==> config.mk <==
export PLATFORM = sky130hd
export DESIGN_NAME = rpn_stack_evaluator
export DESIGN_NICKNAME = d
export VERILOG_FILES = /design/src/rtl/core/rpn_pkg.sv /design/src/rtl/core/rpn_div.sv /design/src/rtl/core/rpn_dp.sv /design/src/rtl/core/rpn_ctrl.sv /design/src/rtl/core/rpn_stack_evaluator.sv
export SDC_FILE = /design/constraint.sdc
export NUM_CORES = 2
export LEC_CHECK = 0
export BUFFER_PORTS_ARGS = -buffer_cell sky130_fd_sc_hd__buf_2
export CAP_MARGIN = 10
export CORE_MARGIN = 2
export CORE_UTILIZATION = 32
export DETAILED_ROUTE_END_ITERATION = 16
export PLACE_DENSITY_LB_ADDON = 0.08
export SETUP_SLACK_MARGIN = 0.3
export SYNTH_ARGS = -nofsm -noshare
export SYNTH_HDL_FRONTEND = slang
export SYNTH_SLANG_ARGS = --single-unit
==> constraint.sdc <==
create_clock -name clk -period 18.25 [get_ports clk]
set_clock_uncertainty 0.15 [all_clocks]
set_input_delay 0.9125 -clock clk [delete_from_list [all_inputs] [get_ports clk]]
set_output_delay 0.9125 -clock clk [all_outputs]
set_load 0.05 [all_outputs]
==> src/rtl/core/rpn_pkg.sv <==
// Shared constants, token and status codes, and the controller-to-datapath
// command and status bundles of the RPN stack evaluator. No dependencies.
package rpn_pkg;

  localparam int STACK_DEPTH_DEF = 16;
  localparam int FRAC_BITS_DEF   = 16;

  localparam int DATA_W = 32;
  localparam int OP_W   = 3;
  localparam int ST_W   = 3;

  // token operation codes
  localparam logic [OP_W-1:0] OP_PUSH = 3'd0;
  localparam logic [OP_W-1:0] OP_ADD  = 3'd1;
  localparam logic [OP_W-1:0] OP_SUB  = 3'd2;
  localparam logic [OP_W-1:0] OP_MUL  = 3'd3;
  localparam logic [OP_W-1:0] OP_DIV  = 3'd4;
  localparam logic [OP_W-1:0] OP_END  = 3'd5;

  // result status codes
  localparam logic [ST_W-1:0] ST_OK    = 3'd0;
  localparam logic [ST_W-1:0] ST_FEW   = 3'd1;
  localparam logic [ST_W-1:0] ST_DIV0  = 3'd2;
  localparam logic [ST_W-1:0] ST_OVF   = 3'd3;
  localparam logic [ST_W-1:0] ST_EMPTY = 3'd4;
  localparam logic [ST_W-1:0] ST_EXTRA = 3'd5;

  typedef struct packed {
    logic            rd_en;       // stack read, data registered
    logic            wr_en;       // stack write
    logic            wr_push;     // write data: 1 = input number, 0 = result
    logic            a_load;      // capture top operand from read data
    logic            b_load;      // capture second operand from read data
    logic            prod_load;   // capture magnitude product
    logic            div_start;   // start iterative divide
    logic            res_load;    // capture rounded, saturated result
    logic            out_load;    // load output register
    logic            out_sel_rd;  // output value: 1 = read data, 0 = zero
    logic [OP_W-1:0] alu_op;
    logic [ST_W-1:0] out_status;
  } cmd_t;

  typedef struct packed {
    logic a_zero;
    logic div_done;
  } sts_t;

endpackage

==> src/rtl/core/rpn_div.sv <==
// Restoring divider for the RPN evaluator, one quotient bit per cycle.
// Depends on rpn_pkg for the data width.
module rpn_div #(
  parameter int NUM_W = rpn_pkg::DATA_W + rpn_pkg::FRAC_BITS_DEF
) (
  input  logic                      clk,
  input  logic                      rst_n,
  input  logic                      start,
  input  logic [NUM_W-1:0]          dividend,
  input  logic [rpn_pkg::DATA_W-1:0] divisor,
  output logic                      done,
  output logic [NUM_W-1:0]          quo,
  output logic [rpn_pkg::DATA_W-1:0] rem
);

  localparam int DW    = rpn_pkg::DATA_W;
  localparam int CNT_W = $clog2(NUM_W + 1);

  logic             busy_r;
  logic             done_r;
  logic [CNT_W-1:0] step_r;
  logic [NUM_W-1:0] quo_r;
  logic [DW-1:0]    rem_r;
  logic [DW-1:0]    dvs_r;

  logic [DW:0]   trial;
  logic [DW:0]   diff;
  logic          ge;

  assign trial = {rem_r, quo_r[NUM_W-1]};
  assign diff  = trial - {1'b0, dvs_r};
  assign ge    = (trial >= {1'b0, dvs_r});

  always_ff @(posedge clk) begin
    if (!rst_n) begin
      busy_r <= 1'b0;
      done_r <= 1'b0;
      step_r <= '0;
    end else begin
      done_r <= 1'b0;
      if (start) begin
        busy_r <= 1'b1;
        step_r <= CNT_W'(NUM_W);
      end else if (busy_r) begin
        step_r <= step_r - CNT_W'(1);
        if (step_r == CNT_W'(1)) begin
          busy_r <= 1'b0;
          done_r <= 1'b1;
        end
      end
    end
  end

  always_ff @(posedge clk) begin
    if (start) begin
      quo_r <= dividend;
      rem_r <= '0;
      dvs_r <= divisor;
    end else if (busy_r) begin
      // remainder stays below the divisor, so DW bits hold it
      rem_r <= ge ? diff[DW-1:0] : trial[DW-1:0];
      quo_r <= {quo_r[NUM_W-2:0], ge};
    end
  end

  assign done = done_r;
  assign quo  = quo_r;
  assign rem  = rem_r;

endmodule

==> src/rtl/core/rpn_dp.sv <==
// Datapath of the RPN evaluator: operand stack memory, operand registers,
// add/sub/mul/div with rounding and saturation, output register.
// Depends on rpn_pkg and rpn_div.
module rpn_dp #(
  parameter int STACK_DEPTH = rpn_pkg::STACK_DEPTH_DEF,
  parameter int FRAC_BITS   = rpn_pkg::FRAC_BITS_DEF,
  localparam int IDX_W      = $clog2(STACK_DEPTH)
) (
  input  logic                         clk,
  input  logic                         rst_n,
  input  rpn_pkg::cmd_t                cmd,
  input  logic [IDX_W-1:0]             rd_addr,
  input  logic [IDX_W-1:0]             wr_addr,
  input  logic [rpn_pkg::DATA_W-1:0]   in_number,
  output rpn_pkg::sts_t                sts,
  output logic [rpn_pkg::DATA_W-1:0]   out_value,
  output logic [rpn_pkg::ST_W-1:0]     out_status
);

  localparam int DW    = rpn_pkg::DATA_W;
  localparam int NUM_W = DW + FRAC_BITS;
  localparam logic [2*DW-1:0] HALF = (64'd1 << FRAC_BITS) >> 1;

  function automatic logic [DW-1:0] mag32(input logic [DW-1:0] x);
    return x[DW-1] ? (~x + DW'(1)) : x;
  endfunction

  function automatic logic [DW-1:0] sat_sum(input logic [DW:0] v);
    if (v[DW] != v[DW-1]) begin
      return v[DW] ? {1'b1, {(DW-1){1'b0}}} : {1'b0, {(DW-1){1'b1}}};
    end
    return v[DW-1:0];
  endfunction

  function automatic logic [DW-1:0] sat_mag(input logic neg, input logic [2*DW-1:0] m);
    if (neg) begin
      if (m >= (64'd1 << (DW - 1))) begin
        return {1'b1, {(DW-1){1'b0}}};
      end
      return ~m[DW-1:0] + DW'(1);
    end
    if (m > {{(DW+1){1'b0}}, {(DW-1){1'b1}}}) begin
      return {1'b0, {(DW-1){1'b1}}};
    end
    return m[DW-1:0];
  endfunction

  logic [DW-1:0]   mem [STACK_DEPTH];
  logic [DW-1:0]   rd_q_r;
  logic [DW-1:0]   a_r, b_r, ma_r, mb_r;
  logic [2*DW-1:0] prod_r;
  logic [DW-1:0]   res_r, res_nxt;
  logic [DW-1:0]   out_value_r;
  logic [rpn_pkg::ST_W-1:0] out_status_r;

  logic             neg;
  logic             div_done;
  logic [NUM_W-1:0] quo;
  logic [DW-1:0]    rem;
  logic             round_up;
  logic [DW:0]      sum_c, dif_c;
  logic [2*DW-1:0]  prod_c, mul_m, div_m;

  rpn_div #(.NUM_W(NUM_W)) u_div (
    .clk      (clk),
    .rst_n    (rst_n),
    .start    (cmd.div_start),
    .dividend (NUM_W'(mb_r) << FRAC_BITS),
    .divisor  (ma_r),
    .done     (div_done),
    .quo      (quo),
    .rem      (rem)
  );

  always_ff @(posedge clk) begin
    if (cmd.wr_en) begin
      mem[wr_addr] <= cmd.wr_push ? in_number : res_r;
    end
    if (cmd.rd_en) begin
      rd_q_r <= mem[rd_addr];
    end
  end

  assign neg      = a_r[DW-1] ^ b_r[DW-1];
  assign sum_c    = {b_r[DW-1], b_r} + {a_r[DW-1], a_r};
  assign dif_c    = {b_r[DW-1], b_r} - {a_r[DW-1], a_r};
  assign prod_c   = ma_r * mb_r;
  assign mul_m    = (prod_r + HALF) >> FRAC_BITS;
  // round to nearest, ties away from zero: 2r >= divisor
  assign round_up = ({rem, 1'b0} >= {1'b0, ma_r});
  assign div_m    = (2*DW)'(quo) + (2*DW)'(round_up);

  always_comb begin
    case (cmd.alu_op)
      rpn_pkg::OP_ADD: res_nxt = sat_sum(sum_c);
      rpn_pkg::OP_SUB: res_nxt = sat_sum(dif_c);
      rpn_pkg::OP_MUL: res_nxt = sat_mag(neg, mul_m);
      rpn_pkg::OP_DIV: res_nxt = sat_mag(neg, div_m);
      default:         res_nxt = res_r;
    endcase
  end

  always_ff @(posedge clk) begin
    if (cmd.a_load) begin
      a_r  <= rd_q_r;
      ma_r <= mag32(rd_q_r);
    end
    if (cmd.b_load) begin
      b_r  <= rd_q_r;
      mb_r <= mag32(rd_q_r);
    end
    if (cmd.prod_load) begin
      prod_r <= prod_c;
    end
    if (cmd.res_load) begin
      res_r <= res_nxt;
    end
    if (cmd.out_load) begin
      out_value_r  <= cmd.out_sel_rd ? rd_q_r : '0;
      out_status_r <= cmd.out_status;
    end
  end

  assign sts.a_zero   = (ma_r == '0);
  assign sts.div_done = div_done;
  assign out_value    = out_value_r;
  assign out_status   = out_status_r;

endmodule

==> src/rtl/core/rpn_ctrl.sv <==
// Controller of the RPN evaluator: token decode, stack count, error latch,
// operation sequencing and output valid. Depends on rpn_pkg.
module rpn_ctrl #(
  parameter int STACK_DEPTH = rpn_pkg::STACK_DEPTH_DEF,
  localparam int IDX_W      = $clog2(STACK_DEPTH)
) (
  input  logic                       clk,
  input  logic                       rst_n,
  input  logic                       in_tvalid,
  output logic                       in_tready,
  input  logic [rpn_pkg::OP_W-1:0]   in_op,
  output logic                       out_tvalid,
  input  logic                       out_tready,
  output rpn_pkg::cmd_t              cmd,
  output logic [IDX_W-1:0]           rd_addr,
  output logic [IDX_W-1:0]           wr_addr,
  input  rpn_pkg::sts_t              sts
);

  localparam int CNT_W = $clog2(STACK_DEPTH + 1);

  localparam logic [2:0] S_IDLE = 3'd0;
  localparam logic [2:0] S_RD_A = 3'd1;
  localparam logic [2:0] S_RD_B = 3'd2;
  localparam logic [2:0] S_EXEC = 3'd3;
  localparam logic [2:0] S_MUL2 = 3'd4;
  localparam logic [2:0] S_DIV  = 3'd5;
  localparam logic [2:0] S_WB   = 3'd6;
  localparam logic [2:0] S_EMIT = 3'd7;

  logic [2:0]               state_r, state_nxt;
  logic [CNT_W-1:0]         cnt_r, cnt_nxt;
  logic                     err_r, err_nxt;
  logic                     out_valid_r, out_valid_nxt;
  logic [rpn_pkg::OP_W-1:0] op_r, op_nxt;
  logic [rpn_pkg::ST_W-1:0] st_r, st_nxt;
  logic                     sel_r, sel_nxt;

  logic             in_accept;
  logic [CNT_W-1:0] cnt_m1, cnt_m2;

  assign in_tready = (state_r == S_IDLE);
  assign in_accept = in_tvalid & in_tready;
  assign cnt_m1    = cnt_r - CNT_W'(1);
  assign cnt_m2    = cnt_r - CNT_W'(2);

  always_comb begin
    state_nxt      = state_r;
    cnt_nxt        = cnt_r;
    err_nxt        = err_r;
    op_nxt         = op_r;
    st_nxt         = st_r;
    sel_nxt        = sel_r;
    out_valid_nxt  = out_valid_r & ~out_tready;
    cmd            = '0;
    cmd.alu_op     = op_r;
    cmd.out_status = st_r;
    cmd.out_sel_rd = sel_r;
    rd_addr        = '0;
    wr_addr        = '0;

    case (state_r)
      S_IDLE: begin
        if (in_accept) begin
          case (in_op)
            rpn_pkg::OP_END: begin
              cnt_nxt = '0;
              if (err_r) begin
                err_nxt = 1'b0;
              end else if (cnt_r == '0) begin
                st_nxt    = rpn_pkg::ST_EMPTY;
                sel_nxt   = 1'b0;
                state_nxt = S_EMIT;
              end else if (cnt_r == CNT_W'(1)) begin
                cmd.rd_en = 1'b1;
                st_nxt    = rpn_pkg::ST_OK;
                sel_nxt   = 1'b1;
                state_nxt = S_EMIT;
              end else begin
                st_nxt    = rpn_pkg::ST_EXTRA;
                sel_nxt   = 1'b0;
                state_nxt = S_EMIT;
              end
            end
            rpn_pkg::OP_PUSH: begin
              if (!err_r) begin
                if (cnt_r == CNT_W'(STACK_DEPTH)) begin
                  cnt_nxt   = '0;
                  err_nxt   = 1'b1;
                  st_nxt    = rpn_pkg::ST_OVF;
                  sel_nxt   = 1'b0;
                  state_nxt = S_EMIT;
                end else begin
                  cmd.wr_en   = 1'b1;
                  cmd.wr_push = 1'b1;
                  wr_addr     = cnt_r[IDX_W-1:0];
                  cnt_nxt     = cnt_r + CNT_W'(1);
                end
              end
            end
            rpn_pkg::OP_ADD, rpn_pkg::OP_SUB, rpn_pkg::OP_MUL, rpn_pkg::OP_DIV: begin
              if (!err_r) begin
                if (cnt_r < CNT_W'(2)) begin
                  cnt_nxt   = '0;
                  err_nxt   = 1'b1;
                  st_nxt    = rpn_pkg::ST_FEW;
                  sel_nxt   = 1'b0;
                  state_nxt = S_EMIT;
                end else begin
                  cmd.rd_en = 1'b1;
                  rd_addr   = cnt_m1[IDX_W-1:0];
                  op_nxt    = in_op;
                  state_nxt = S_RD_A;
                end
              end
            end
            default: ;  // unused codes are dropped
          endcase
        end
      end
      S_RD_A: begin
        cmd.a_load = 1'b1;
        cmd.rd_en  = 1'b1;
        rd_addr    = cnt_m2[IDX_W-1:0];
        state_nxt  = S_RD_B;
      end
      S_RD_B: begin
        cmd.b_load = 1'b1;
        state_nxt  = S_EXEC;
      end
      S_EXEC: begin
        case (op_r)
          rpn_pkg::OP_ADD, rpn_pkg::OP_SUB: begin
            cmd.res_load = 1'b1;
            state_nxt    = S_WB;
          end
          rpn_pkg::OP_MUL: begin
            cmd.prod_load = 1'b1;
            state_nxt     = S_MUL2;
          end
          rpn_pkg::OP_DIV: begin
            if (sts.a_zero) begin
              cnt_nxt   = '0;
              err_nxt   = 1'b1;
              st_nxt    = rpn_pkg::ST_DIV0;
              sel_nxt   = 1'b0;
              state_nxt = S_EMIT;
            end else begin
              cmd.div_start = 1'b1;
              state_nxt     = S_DIV;
            end
          end
          default: state_nxt = S_IDLE;
        endcase
      end
      S_MUL2: begin
        cmd.res_load = 1'b1;
        state_nxt    = S_WB;
      end
      S_DIV: begin
        if (sts.div_done) begin
          cmd.res_load = 1'b1;
          state_nxt    = S_WB;
        end
      end
      S_WB: begin
        // b's slot takes the result, a's slot is popped
        cmd.wr_en = 1'b1;
        wr_addr   = cnt_m2[IDX_W-1:0];
        cnt_nxt   = cnt_m1;
        state_nxt = S_IDLE;
      end
      S_EMIT: begin
        if (!out_valid_r || out_tready) begin
          cmd.out_load  = 1'b1;
          out_valid_nxt = 1'b1;
          state_nxt     = S_IDLE;
        end
      end
      default: state_nxt = S_IDLE;
    endcase
  end

  always_ff @(posedge clk) begin
    if (!rst_n) begin
      state_r     <= S_IDLE;
      cnt_r       <= '0;
      err_r       <= 1'b0;
      out_valid_r <= 1'b0;
    end else begin
      state_r     <= state_nxt;
      cnt_r       <= cnt_nxt;
      err_r       <= err_nxt;
      out_valid_r <= out_valid_nxt;
    end
  end

  always_ff @(posedge clk) begin
    op_r  <= op_nxt;
    st_r  <= st_nxt;
    sel_r <= sel_nxt;
  end

  assign out_tvalid = out_valid_r;

  a_cnt_range: assert property (@(posedge clk) disable iff (!rst_n)
    cnt_r <= CNT_W'(STACK_DEPTH))
    else $error("stack count above depth");

  a_no_overwrite: assert property (@(posedge clk) disable iff (!rst_n)
    cmd.out_load |-> (!out_valid_r || out_tready))
    else $error("output register reloaded while a result is pending");

  a_emit_cleared: assert property (@(posedge clk) disable iff (!rst_n)
    (state_r == S_EMIT) |-> (cnt_r == '0))
    else $error("result emitted with operands still on the stack");

  a_div_nonzero: assert property (@(posedge clk) disable iff (!rst_n)
    cmd.div_start |-> !sts.a_zero)
    else $error("divide started with zero divisor");

  a_pop_two: assert property (@(posedge clk) disable iff (!rst_n)
    (state_r == S_WB) |-> (cnt_r >= CNT_W'(2)))
    else $error("write-back with fewer than two operands");

endmodule

==> src/rtl/core/rpn_stack_evaluator.sv <==
// RPN stack evaluator top level: stream ports, controller and datapath.
// Depends on rpn_pkg, rpn_ctrl, rpn_dp (and rpn_div below it).
//
// Usage:
//   Input stream: one pre-parsed token per transaction. in_tuser carries the
//   operation (push, add, sub, mul, div, end), in_tdata the Q16.16 number.
//   Output stream: one result per error, or per end token when no error is latched, with the
//   value on out_tdata and the status code on out_tuser.
// Token handling (taken when in_tready is high): a push writes the stack and
//   leaves the block idle; add/sub read both operands, execute and write back;
//   mul adds a product step; div waits on the one-bit-per-cycle restoring
//   divider (Q16.16 by default). An end token, a token that fails at decode, or
//   a divide by zero after the operand reads, sets out_tvalid via the emit state.
// The result sits in an output register, so the next tokens are accepted
// while a result waits; a second result waits in the controller until the
// receiver takes the first one, and in_tready stays low meanwhile.
// Reset (rst_n low, synchronous) empties the stack, clears the error latch
// and drops out_tvalid. After an error the block drops tokens until the next
// end token.
module rpn_stack_evaluator #(
  parameter int STACK_DEPTH = rpn_pkg::STACK_DEPTH_DEF,
  parameter int FRAC_BITS   = rpn_pkg::FRAC_BITS_DEF
) (
  input  logic        clk,
  input  logic        rst_n,
  input  logic        in_tvalid,
  output logic        in_tready,
  input  logic [31:0] in_tdata,   // [31:0] number
  input  logic [2:0]  in_tuser,   // [2:0] operation
  output logic        out_tvalid,
  input  logic        out_tready,
  output logic [31:0] out_tdata,  // [31:0] value
  output logic [2:0]  out_tuser   // [2:0] status
);

  localparam int IDX_W = $clog2(STACK_DEPTH);

  rpn_pkg::cmd_t    cmd;
  rpn_pkg::sts_t    sts;
  logic [IDX_W-1:0] rd_addr;
  logic [IDX_W-1:0] wr_addr;

  rpn_ctrl #(.STACK_DEPTH(STACK_DEPTH)) u_ctrl (
    .clk        (clk),
    .rst_n      (rst_n),
    .in_tvalid  (in_tvalid),
    .in_tready  (in_tready),
    .in_op      (in_tuser),
    .out_tvalid (out_tvalid),
    .out_tready (out_tready),
    .cmd        (cmd),
    .rd_addr    (rd_addr),
    .wr_addr    (wr_addr),
    .sts        (sts)
  );

  rpn_dp #(
    .STACK_DEPTH (STACK_DEPTH),
    .FRAC_BITS   (FRAC_BITS)
  ) u_dp (
    .clk        (clk),
    .rst_n      (rst_n),
    .cmd        (cmd),
    .rd_addr    (rd_addr),
    .wr_addr    (wr_addr),
    .in_number  (in_tdata),
    .sts        (sts),
    .out_value  (out_tdata),
    .out_status (out_tuser)
  );

endmodule
==> summary.txt <==
Floorplanning
  • Core area: 0.251 mm²
  • Effective utilization at floorplan: 0.321
  • Rows: 184
  • Full die area: 0.255 mm²
  • Die width: 505 µm
  • I/O pin cnt: 76
  • Height of the die: 505 µm

Synthesis
  • Primary FF master, synth: edfxtp_1
  • Unique cell type count in the Yosys netlist: 90
  • Post-synth top cells: nand2_1 (1,348), inv_1 (1,132), fa_1 (898), edfxtp_1 (857), and2_1 (511)
  • Warnings from Yosys: 0
  • Sequential share of the synthesized area: 0.336
  • Avg Inst Size Synth: 9.84 µm²
  • Synth area leaders: edfxtp_1 (32%), fa_1 (22%), nand2_1 (6.3%), ha_1 (6.3%), inv_1 (5.3%)
  • Most frequent cell after synthesis: nand2_1
  • Fraction of registers with async set/reset: 0
  • Synth top area share: 0.320
  • EDFF count, synth: 857
  • Synth Register Bits: 923
  • Cells after Synth: 8,180
  • Mapped Area: 0.0805 mm²
  • Syn_nets: 9,520
  • Synth area leader: edfxtp_1

Worst setup path
  • Crit end category: flip-flop
  • Crit path DAT: 9.37 ns
  • Worst setup SP type: flip-flop
  • CP required: 18.60 ns
  • Kind of critical path: reg -> reg
  • R2R cell count: 26
  • CP max FO: 18

STA
  • Slew @ Worst Pin: 1.07 ns
  • Max Slew Vio Count: 0
  • Unrepaired setup endpoints after global routing: false
  • Setup-failing EPs final: 0
  • Tmin final: 9.02 ns
  • Setup TNS: 0 ns
  • Worst slew margin: 0.271
  • Final count of hold timing violations: 0
  • Max Clock Freq: 0.111 GHz
  • Final Cycle Share: 0.494

Placed design
  • Gp weighted congestion: 0.865
  • IO buf count: 75
  • HPWL after detailed placement: 190,000 µm

Detailed routing
  • DR DRC count: 0
  • Via density: 5.14
  • Average wire per cell in the routed design: 24.3 µm
  • Drt pass-1 iters: 6
  • DR vias: 58,900
  • WL final: 278,000 µm
  • Initial DRC Count: 4,514
  • Post-route ant nets: 0

Clock network
  • Longest Clk Path Bufs: 3
  • Worst skew pair latency: 0.76 ns
  • Htree depth: 3
  • Hold_buf cts: 0
  • Clock Sinks: 923
  • Post-CTS Setup Bufs: 0
  • Post-CTS Resized: 0
  • CTS Buf Count: 105
  • CTS tree: yes
  • CTS root buffer: clkbuf_16
  • Clk slew on worst S/H paths: 0.06 ns

Min path
  • Worst hold stages: 0
  • Hold Path Class: reg -> reg

Finish
  • Final-stage net count: 9,358
  • Layout cell share with drive strength beyond 1: 0.0611
  • Area Growth Syn to Fin: 9.53%

Global route
  • Grt ovf: 0
  • Initial antenna violation count: 16
  • Largest net degree at the start of global routing: 135
  • Total track usage: 0.219
  • First-pass GRT wire length: 419,000 µm
  • Vias in the first global route: 60,600

Flow run
  • Max_cap viols: 0

Status
  • Outcome: finished clean
-- worst max-delay path, cell delays in order, from the launching register on --
cell and delay (ns):
edfxtp_1 0.74, buf_4 0.39, nand2_1 0.12, fa_1 0.50, inv_1 0.06, fa_1 0.53, inv_1 0.06, fa_1 0.50
fa_1 0.50, inv_1 0.06, fa_1 0.52, fa_1 0.46, fa_1 0.58, inv_1 0.07, fa_1 0.55, inv_1 0.05
ha_1 0.38, o21ai_0 0.11, o21bai_1 0.09, a211oi_1 0.29, o21ai_0 0.18, a31oi_1 0.31, o31a_1 0.38, a311oi_1 0.15
nor4_1 0.61, o21ai_0 0.24, xor2_1 0.19
-- cells by family (layout without fill, tap and decap cells) --
group | count (synthesis) | in the layout | share of synthesized area
AO/OA/AOI/OAI | 1105 | 1105 | 0.0900
XOR/XNOR | 224 | 224 | 0.0244
adder cells (fa/ha/maj) | 1303 | 1303 | 0.286
buffers and inverters | 1608 | 1536 | 0.0753
flip-flops | 923 | 923 | 0.336
multiplexers | 102 | 102 | 0.0134
other | 0 | 9 | 0
AND/OR/NAND/NOR | 2915 | 2915 | 0.174
-- routing by layer --
metal | wire length (µm) | part of all wire | global-route usage
met2 | 133000 | 0.48 | 0.365
met5 | 28 | 0.00010 | 0
met3 | 10300 | 0.037 | 0.0184
met1 | 129000 | 0.46 | 0.308
met4 | 6350 | 0.023 | 0.0483
-- path summary, 6_finish.rpt --
path                                      from                      endpoint  slack, ns
hold reg to reg   u_ctrl.st_r[2]$_SDFFCE_PP0P_  u_dp.out_status[2]$_DFFE_PP_       0.28
hold / removal    u_ctrl.st_r[2]$_SDFFCE_PP0P_  u_dp.out_status[2]$_DFFE_PP_       0.28
setup reg to reg        u_dp.mb_r[2]$_DFFE_PP_     u_dp.prod_r[61]$_DFFE_PP_       9.23
setup / recovery        u_dp.mb_r[2]$_DFFE_PP_     u_dp.prod_r[61]$_DFFE_PP_       9.23
-- per-stage QoR --
step / cells / hold slack (ns) / setup slack, ns / cell area, µm² / utilization
4_1_cts: 11500 / 0.242 / 9.05 / 88100 / 0.351
6_report: 11500 / 0.279 / 9.23 / 88100 / 0.352
3_5_place_dp: 11300 / 0.257 / 9.06 / 84500 / 0.337
5_1_grt: 11500 / 0.284 / 8.78 / 88100 / 0.351
3_3_place_gp: 11300 / 0.251 / 9.12 / 84500 / 0.337
2_1_floorplan: 8180 / 0.250 / 10.59 / 80500 / -
-- cell type report --
cell class,count,area [µm²]
flip-flops and latches,923,27100
diodes,9,22.5
multi-input cells,5649,47600
clock buffers,126,2760
fillers,25600,163000
inverters,1134,4260
repair buffers,205,1390
clock inverters,71,843
well taps,3348,4190
-- sequential cells by signal, summed over array words and instances, names as in the netlist --
register,count
u_dp.u_div.busy_r,1
u_ctrl.op_r,3
u_dp.u_div.step_r,6
u_dp.ma_r,32
u_ctrl.err_r,1
u_ctrl.sel_r,1
u_dp.mem,512
u_dp.b_r,31
u_ctrl.cnt_r,5
u_dp.a_r,31
u_dp.mb_r,32
u_dp.u_div.quo,48
u_dp.u_div.dvs_r,32
u_ctrl.state_r,3
u_dp.out_value,32
u_ctrl.st_r,3
u_dp.out_status,3
u_dp.u_div.done,1
u_ctrl.out_tvalid,1
u_dp.u_div.rem,32
u_dp.prod_r,49
u_dp.res_r,32
u_dp.rd_q_r,32
-- cell usage in the layout (no fill, tap or decap), drive strengths merged, types with 68 or more instances in the layout --
cell    instances
nand3         255
nand4          93
and2          511
o21ai         236
and3          107
a311oi        109
a21oi         294
edfxtp        857
buf           205
inv          1139
a21o           87
nor3           87
xor2           68
nand2        1348
clkbuf        126
xnor2         156
nor2          254
fa            898
ha            403
Power is not shown: default switching activity piles up to over one toggle a cycle in this logic, so the estimate is an artifact.
